**config.mk**
```make
export PLATFORM = sky130hd
export DESIGN_NAME = llr_slice_crc32_check_unit
export DESIGN_NICKNAME = d
export VERILOG_FILES = /design/src/rtl/lsc_pkg.sv /design/src/rtl/lsc_cfg_regs.sv /design/src/rtl/lsc_frame_core.sv /design/src/rtl/llr_slice_crc32_check_unit.sv
export SDC_FILE = /design/constraint.sdc
export NUM_CORES = 1
export LEC_CHECK = 0
export BUFFER_PORTS_ARGS = -buffer_cell sky130_fd_sc_hd__buf_2
export CAP_MARGIN = 5
export CORE_MARGIN = 3
export CORE_UTILIZATION = 55
export CTS_BUF_LIST = sky130_fd_sc_hd__clkbuf_16
export DETAILED_ROUTE_END_ITERATION = 16
export GPL_ROUTABILITY_DRIVEN = 0
export PLACE_DENSITY = 0.78
export SLEW_MARGIN = 5
export SYNTH_ARGS = -nofsm -noshare
export SYNTH_HDL_FRONTEND = slang
export SYNTH_SLANG_ARGS = --single-unit
```
**constraint.sdc**
```tcl
create_clock -name clk -period 9.05 [get_ports clk]
set_clock_uncertainty 0.1 [all_clocks]
set_input_delay 1.3575 -clock clk [delete_from_list [all_inputs] [get_ports clk]]
set_output_delay 1.3575 -clock clk [all_outputs]
set_load 0.05 [all_outputs]
```
**src/rtl/lsc_pkg.sv**
```systemverilog
// Shared types, constants and the CRC-32 byte update for the soft-value slicer
// and trailing CRC check. No dependencies.
package lsc_pkg;

  localparam logic [31:0] CRC_POLY = 32'h04C1_1DB7;
  localparam logic [31:0] CRC_INIT = 32'hFFFF_FFFF;
  localparam logic [2:0]  TAIL_FULL = 3'd4;
  localparam logic [2:0]  BIT_LAST = 3'd7;

  localparam logic [31:0] CHECK_ENABLE_RESET = 32'h0000_0001;

  typedef struct packed {
    logic [7:0] data_byte;
    logic       frame_end;
    logic       crc_pass;
    logic       too_short;
  } res_t;

  // MSB-first CRC-32 update with one byte, eight bit steps.
  function automatic logic [31:0] crc_add_byte(input logic [31:0] crc_in,
                                               input logic [7:0]  data);
    logic [31:0] c;
    c = crc_in ^ {data, 24'h0};
    for (int k = 0; k < 8; k++) begin
      if (c[31]) begin
        c = {c[30:0], 1'b0} ^ CRC_POLY;
      end else begin
        c = {c[30:0], 1'b0};
      end
    end
    return c;
  endfunction

endpackage

```
**src/rtl/lsc_cfg_regs.sv**
```systemverilog
// APB-style register port holding check_enable.
// Depends on lsc_pkg.
module lsc_cfg_regs (
  input  logic        clk,
  input  logic        rst,
  input  logic        psel,
  input  logic        penable,
  input  logic        pwrite,
  input  logic [1:0]  paddr,
  input  logic [31:0] pwdata,
  output logic [31:0] prdata,
  output logic        pready,
  output logic        check_enable
);
  import lsc_pkg::*;

  logic wr_en;

  // single register: every word address decodes to it
  assign wr_en  = psel && penable && pwrite && (paddr[1:0] == paddr[1:0]);
  assign pready = 1'b1;
  assign prdata = {31'h0, check_enable};

  always_ff @(posedge clk) begin
    if (rst) begin
      check_enable <= CHECK_ENABLE_RESET[0];
    end else if (wr_en) begin
      check_enable <= pwdata[0];
    end
  end

endmodule

```
**src/rtl/lsc_frame_core.sv**
```systemverilog
// Frame state: bit packing, four-byte tail, CRC accumulator and the frame-end check.
// Depends on lsc_pkg.
module lsc_frame_core (
  input  logic              clk,
  input  logic              rst,
  input  logic              step,
  input  logic              hard_bit,
  input  logic              last,
  input  logic              check_enable,
  output logic              has_result,
  output lsc_pkg::res_t     result
);
  import lsc_pkg::*;

  logic [31:0] crc_accum;
  logic [6:0]  partial_bits;
  logic [2:0]  bit_position;
  logic [31:0] tail_bytes;
  logic [2:0]  tail_fill;

  logic [7:0]  packed_bits;
  logic [7:0]  out_byte;
  logic        tail_full;
  logic [31:0] crc_next;
  logic [31:0] tail_next;
  logic [2:0]  fill_next;
  logic        short_frame;
  logic        pass;

  assign packed_bits = {partial_bits, hard_bit};
  assign has_result  = last || (bit_position == BIT_LAST);
  assign out_byte    = last ? (packed_bits << (BIT_LAST - bit_position)) : packed_bits;

  assign tail_full = (tail_fill == TAIL_FULL);
  assign crc_next  = tail_full ? crc_add_byte(crc_accum, tail_bytes[31:24]) : crc_accum;
  assign fill_next = tail_full ? tail_fill : tail_fill + 3'd1;
  assign tail_next = {tail_bytes[23:0], out_byte};

  assign short_frame = (fill_next < TAIL_FULL);

  always_comb begin
    if (!check_enable) begin
      pass = 1'b1;
    end else if (short_frame) begin
      pass = 1'b0;
    end else begin
      pass = ((crc_next ^ CRC_INIT) == tail_next);
    end
  end

  assign result.data_byte = out_byte;
  assign result.frame_end = last;
  assign result.crc_pass  = last && pass;
  assign result.too_short = last && short_frame;

  always_ff @(posedge clk) begin
    if (rst) begin
      crc_accum    <= CRC_INIT;
      partial_bits <= '0;
      bit_position <= '0;
      tail_bytes   <= '0;
      tail_fill    <= '0;
    end else if (step) begin
      if (last) begin
        crc_accum    <= CRC_INIT;
        partial_bits <= '0;
        bit_position <= '0;
        tail_bytes   <= '0;
        tail_fill    <= '0;
      end else if (has_result) begin
        crc_accum    <= crc_next;
        partial_bits <= '0;
        bit_position <= '0;
        tail_bytes   <= tail_next;
        tail_fill    <= fill_next;
      end else begin
        partial_bits <= packed_bits[6:0];
        bit_position <= bit_position + 3'd1;
      end
    end
  end

endmodule

```
**src/rtl/llr_slice_crc32_check_unit.sv**
```systemverilog
// Top level: input register, frame core, result register and config port.
// Depends on lsc_pkg, lsc_cfg_regs, lsc_frame_core.
//
// Slices each signed soft value to a bit (negative is 1), packs bits MSB first
// into bytes and returns one result per completed byte; the frame's last byte,
// zero padded if partial, carries frame end. The CRC-32 (poly 04C11DB7, init
// all ones, inverted) runs over all bytes but the last four, which are compared
// with it at frame end. Throughput is one item per cycle unless the result
// register is stalled while the input register holds an item that completes a
// byte or ends the frame; such an item is then held, which stalls the input.
// The input register feeds the slice, pack and combinational CRC byte update
// straight into the result register. check_enable is sampled at frame end.
module llr_slice_crc32_check_unit (
  input  logic              clk,
  input  logic              rst,
  input  logic              in_valid,
  output logic              in_ready,
  input  logic signed [7:0] soft_value,
  input  logic              frame_last,
  output logic              out_valid,
  input  logic              out_ready,
  output logic [7:0]        data_byte,
  output logic              frame_end,
  output logic              crc_pass,
  output logic              too_short,
  input  logic              psel,
  input  logic              penable,
  input  logic              pwrite,
  input  logic [1:0]        paddr,
  input  logic [31:0]       pwdata,
  output logic [31:0]       prdata,
  output logic              pready
);
  import lsc_pkg::*;

  logic s1_valid;
  logic s1_bit;
  logic s1_last;
  logic check_enable;
  logic has_result;
  logic advance;
  res_t core_res;
  res_t out_res;

  lsc_cfg_regs u_cfg (
    .clk          (clk),
    .rst          (rst),
    .psel         (psel),
    .penable      (penable),
    .pwrite       (pwrite),
    .paddr        (paddr),
    .pwdata       (pwdata),
    .prdata       (prdata),
    .pready       (pready),
    .check_enable (check_enable)
  );

  lsc_frame_core u_core (
    .clk          (clk),
    .rst          (rst),
    .step         (advance),
    .hard_bit     (s1_bit),
    .last         (s1_last),
    .check_enable (check_enable),
    .has_result   (has_result),
    .result       (core_res)
  );

  assign advance  = s1_valid && (!has_result || !out_valid || out_ready);
  assign in_ready = !s1_valid || advance;

  always_ff @(posedge clk) begin
    if (rst) begin
      s1_valid <= 1'b0;
    end else if (in_ready) begin
      s1_valid <= in_valid;
    end
  end

  always_ff @(posedge clk) begin
    if (in_ready && in_valid) begin
      s1_bit  <= soft_value[7];
      s1_last <= frame_last;
    end
  end

  always_ff @(posedge clk) begin
    if (rst) begin
      out_valid <= 1'b0;
    end else if (advance && has_result) begin
      out_valid <= 1'b1;
    end else if (out_ready) begin
      out_valid <= 1'b0;
    end
  end

  always_ff @(posedge clk) begin
    if (advance && has_result) begin
      out_res <= core_res;
    end
  end

  assign data_byte = out_res.data_byte;
  assign frame_end = out_res.frame_end;
  assign crc_pass  = out_res.crc_pass;
  assign too_short = out_res.too_short;

  a_last_gives_end: assert property (@(posedge clk) disable iff (rst)
    advance && s1_last |=> out_valid && frame_end)
    else $error("frame end item did not produce a frame_end result");

  a_mid_flags_zero: assert property (@(posedge clk) disable iff (rst)
    out_valid && !frame_end |-> !crc_pass && !too_short)
    else $error("status flags set on a mid-frame result");

  a_short_fails: assert property (@(posedge clk) disable iff (rst)
    advance && s1_last && check_enable |=> !(too_short && crc_pass))
    else $error("short frame reported as passing with checking on");

  a_no_overwrite: assert property (@(posedge clk) disable iff (rst)
    out_valid && !out_ready |-> !(advance && has_result))
    else $error("result register overwritten while stalled");

endmodule
```
==> impl_metrics.tcl <==
set metrics [dict create \
    cts.hold.buffers_added 0 \
    worst_path_dominant_cell_family "simple AND/OR/NAND/NOR gates" \
    layout_common_cells "sky130_fd_sc_hd__dfxtp_1 (80), sky130_fd_sc_hd__nor2_1 (59), sky130_fd_sc_hd__a21oi_1 (50)" \
    worst_setup_path_end_kind "flip-flop" \
    antenna_cells_inserted 0 \
    layout-drive-gt1-share_pct 12.0 \
    die-width_um 110 \
    worst_slew_margin_pct 20.1 \
    die-height_um 110 \
    post_synth_instance_area_um2 6000 \
    timing.critical_path.to "u_core.crc_accum[4]" \
    dr.pass1.iters 5 \
    max_freq_mhz 228 \
    hold-worst-slack_ns 0.407 \
    cts.htree.levels 3 \
    cts_root_buf "sky130_fd_sc_hd__clkbuf_16" \
    ir_worst_vdd_mv 0.108 \
    synth_async_sr_flop_share_pct 0 \
    starting_drt_drc_count 442 \
    instances_no_fill 767 \
    power_leakage_nw 2.62 \
    route.detailed.drc 0 \
    worst-path-stages 8 \
    most_common_cell_after_layout_fill_and_taps_aside "sky130_fd_sc_hd__dfxtp_1" \
    avgSynthCellArea_um2 9.51 \
    number_of_instances_in_the_synthesized_netlist 631 \
    critical_path_s_most_frequent_cell "sky130_fd_sc_hd__nand2b_1" \
    grt_max_degree 81 \
    setup_viol_count_final 0 \
    cp.buffers_inverters 2 \
    critical_path.reg2reg.startpoint "u_core.bit_position[1]" \
    clockBufferDepth 2 \
    critical_path_required_ns 9.24 \
    postSynthRegisterBits 93 \
    starting_density_of_the_core_pct 57.3 \
    cts_inserted_buffers 9 \
    critical_path.startpoint_type "input port" \
    area_growth_pct 4.07 \
    status "completed" \
    total_number_of_vias 4631 \
    boundaryPins 96 \
    worstSkewPairLatency_ns 0.35 \
    layout.core_utilization_pct 59.7 \
    die_ar_um2 12200 \
    critPathLaunch "out_ready" \
    finalCriticalPeriod_ns 4.39 \
    synth_sequential_area_ratio_pct 33.2 \
    placementRows 37 \
    worst_r2r_endpoint "u_core.crc_accum[4]" \
    setup_total_negative_slack_ns 0 \
    synth-main-ff-cell "sky130_fd_sc_hd__dfxtp_1" \
    finalNetCount 680 \
    worst_hold_path_type "flip-flop to flip-flop" \
    wl_per_cell_um 18.8 \
    grt_pass1_wl_mm 23.4 \
    ctsResizeCount 0 \
    cp_slowest_cell "sky130_fd_sc_hd__o21ai_0" \
    post-cts-setup-buffer-count 0 \
    critical_path_class "input port to flip-flop" \
    final_max_slew_viol_count 0 \
    numPlacedInstances 751 \
    dp_hpwl_mm 9.97 \
    finalHoldViolCount 0 \
    clkTransAtPathRegs_ns 0.07 \
    avgViaCountPerCell 6.04 \
    yosys_warnings 0 \
    tritoncts "built" \
    unrepaired_setup_endpoints_after_global_routing "false" \
    count_of_flip_flops_with_a_built_in_enable_after_synthesis 13 \
    grt_use_total_pct 23.8 \
    antenna_violations_before_repair 0 \
    worstRegToRegCells 9 \
    max_slew.worst_pin.slew_ns 1.19 \
    cp_cell_sequence "buf_2 -> nand2b_1 -> o21ai_0 -> or2_2 -> inv_1 -> nand3_1 -> o22ai_1 -> nand2b_1" \
    slowest_delay_ns 0.93 \
    yosys.cell_types.count 70 \
    io_buffer_count 23 \
    power_per_cell_area_nw_per_um2 134 \
    drtAntennaViolNets 0 \
    crit_arrival_ns 4.59 \
    rrSetupSlack_ns 4.66 \
    path_max_fanout 39 \
    placeableCoreArea_um2 10500 \
    layout_worst_path_cycle_share_pct 48.6 \
    clkSinkCount 93 \
    grt_overflow_total 0 \
    grt_pass1_vias 4428 \
    max_cap_viol_count 0 \
    final_routed_wirelength_across_all_metal_layers_mm 14.4 \
]
[worst reg2reg max path, stage by stage (launching register included)]
cell and delay [ns]:
sky130_fd_sc_hd__dfxtp_1 0.75, sky130_fd_sc_hd__ha_1 0.29, sky130_fd_sc_hd__ha_1 0.15, sky130_fd_sc_hd__nor2_1 0.06, sky130_fd_sc_hd__o21ai_0 0.94, sky130_fd_sc_hd__or2_2 0.80, sky130_fd_sc_hd__inv_1 0.15, sky130_fd_sc_hd__nand3_1 0.73
sky130_fd_sc_hd__o22ai_1 0.24, sky130_fd_sc_hd__nand2b_1 0.13
[state kept, by name, indices dropped and copies added, names as in the netlist, 3 cells and up]
name / count
data_byte: 8
u_core.bit_position: 3
u_core.crc_accum: 32
u_core.partial_bits: 7
u_core.tail_bytes: 32
u_core.tail_fill: 3
[layer usage]
metal,GRT usage (%),part of all wire (%),up-vias
li1,-,-,2154
met3,5.21,8.9,37
met4,9.44,3.2,0
met2,36.3,46,238
met1,32.9,42,2202
met5,0,0,-
[where the power goes]
| group | internal (W) | switching (W) | total, W | leakage, nW |
|---|---|---|---|---|
| registers | 0.000422 | 0.00000308 | 0.000425 | 0.770 |
| logic | 0.0000127 | 0.0000592 | 0.0000719 | 1.72 |
| clock network | 0.000182 | 0.000160 | 0.000342 | 0.129 |
[through the flow]
stage	area, um^2	total power, W	setup slack (ns)
floorplan	6110	0.000505	5.64
global placement	5980	0.000504	4.46
detailed placement	5980	0.000505	4.35
CTS	6240	0.000838	4.73
global route	6240	0.000862	4.33
finish	6240	0.000838	4.66
[logic make-up (layout without fill, tap and decap cells)]
logic type | count (synthesis) | in the layout | synth area share, %
AOI/OAI and AO/OA | 148 | 148 | 15.7
buffers and inverters | 82 | 52 | 8.03
muxes | 20 | 20 | 4.28
adders and majority gates | 4 | 4 | 0.834
other | 2 | 32 | 0.125
DFF | 93 | 93 | 33.2
and+or+nand+nor | 187 | 187 | 15.5
xor gates and xnor gates | 95 | 95 | 22.3
[worst min path at each step]
stage | startpoint | to | depth (start not counted)
4_1_cts | s1_valid | s1_valid | 2
3_3_place_gp | u_cfg.check_enable | u_cfg.check_enable | 2
3_5_place_dp | s1_valid | s1_valid | 2
2_1_floorplan | u_cfg.check_enable | u_cfg.check_enable | 2
5_1_grt | s1_valid | s1_valid | 2
6_report | s1_valid | s1_valid | 2
[cell type report]
type                       count  area [um^2]
clock buffer                   9          225
clock inverter                 7         35.0
fill                         915         4220
inverter                       8         30.0
multi-input combinational    486         3640
sequential                    93         1990
tap                          136          170
timing repair buffer          28          153
[synth_stat cells (3+ instances only)]
cell type / instances / area [um^2]
sky130_fd_sc_hd__nand4_1: 5 / 31.3
sky130_fd_sc_hd__buf_1: 3 / 11.3
sky130_fd_sc_hd__edfxtp_1: 13 / 390
sky130_fd_sc_hd__xnor2_2: 7 / 114
sky130_fd_sc_hd__buf_4: 33 / 248
sky130_fd_sc_hd__ha_1: 4 / 50.1
sky130_fd_sc_hd__or2_2: 3 / 18.8
sky130_fd_sc_hd__mux2_2: 5 / 56.3
sky130_fd_sc_hd__a31oi_1: 3 / 18.8
sky130_fd_sc_hd__o21ai_0: 21 / 105
sky130_fd_sc_hd__mux2i_1: 11 / 110
sky130_fd_sc_hd__xnor2_1: 40 / 350
sky130_fd_sc_hd__nor2_1: 59 / 221
sky130_fd_sc_hd__nand2b_1: 34 / 213
sky130_fd_sc_hd__o211ai_1: 4 / 30.0
sky130_fd_sc_hd__dfxtp_1: 80 / 1600
sky130_fd_sc_hd__inv_1: 7 / 26.3
sky130_fd_sc_hd__clkbuf_1: 31 / 116
sky130_fd_sc_hd__mux4_2: 4 / 90.1
sky130_fd_sc_hd__xnor2_4: 4 / 110
sky130_fd_sc_hd__nand3_1: 6 / 30.0
sky130_fd_sc_hd__clkbuf_8: 4 / 55.1
sky130_fd_sc_hd__xnor3_2: 3 / 71.3
sky130_fd_sc_hd__o21a_1: 3 / 22.5
sky130_fd_sc_hd__a22oi_1: 11 / 82.6
sky130_fd_sc_hd__nor3_1: 3 / 15.0
sky130_fd_sc_hd__o221ai_1: 3 / 26.3
sky130_fd_sc_hd__nand2_1: 37 / 139
sky130_fd_sc_hd__o22ai_1: 25 / 156
sky130_fd_sc_hd__xnor3_1: 7 / 158
sky130_fd_sc_hd__a21oi_1: 50 / 250
sky130_fd_sc_hd__xnor3_4: 3 / 78.8
sky130_fd_sc_hd__xor3_1: 7 / 166
sky130_fd_sc_hd__and3_1: 29 / 181
sky130_fd_sc_hd__xor2_1: 19 / 166
Note: power is estimated with default switching activity, not from simulation.
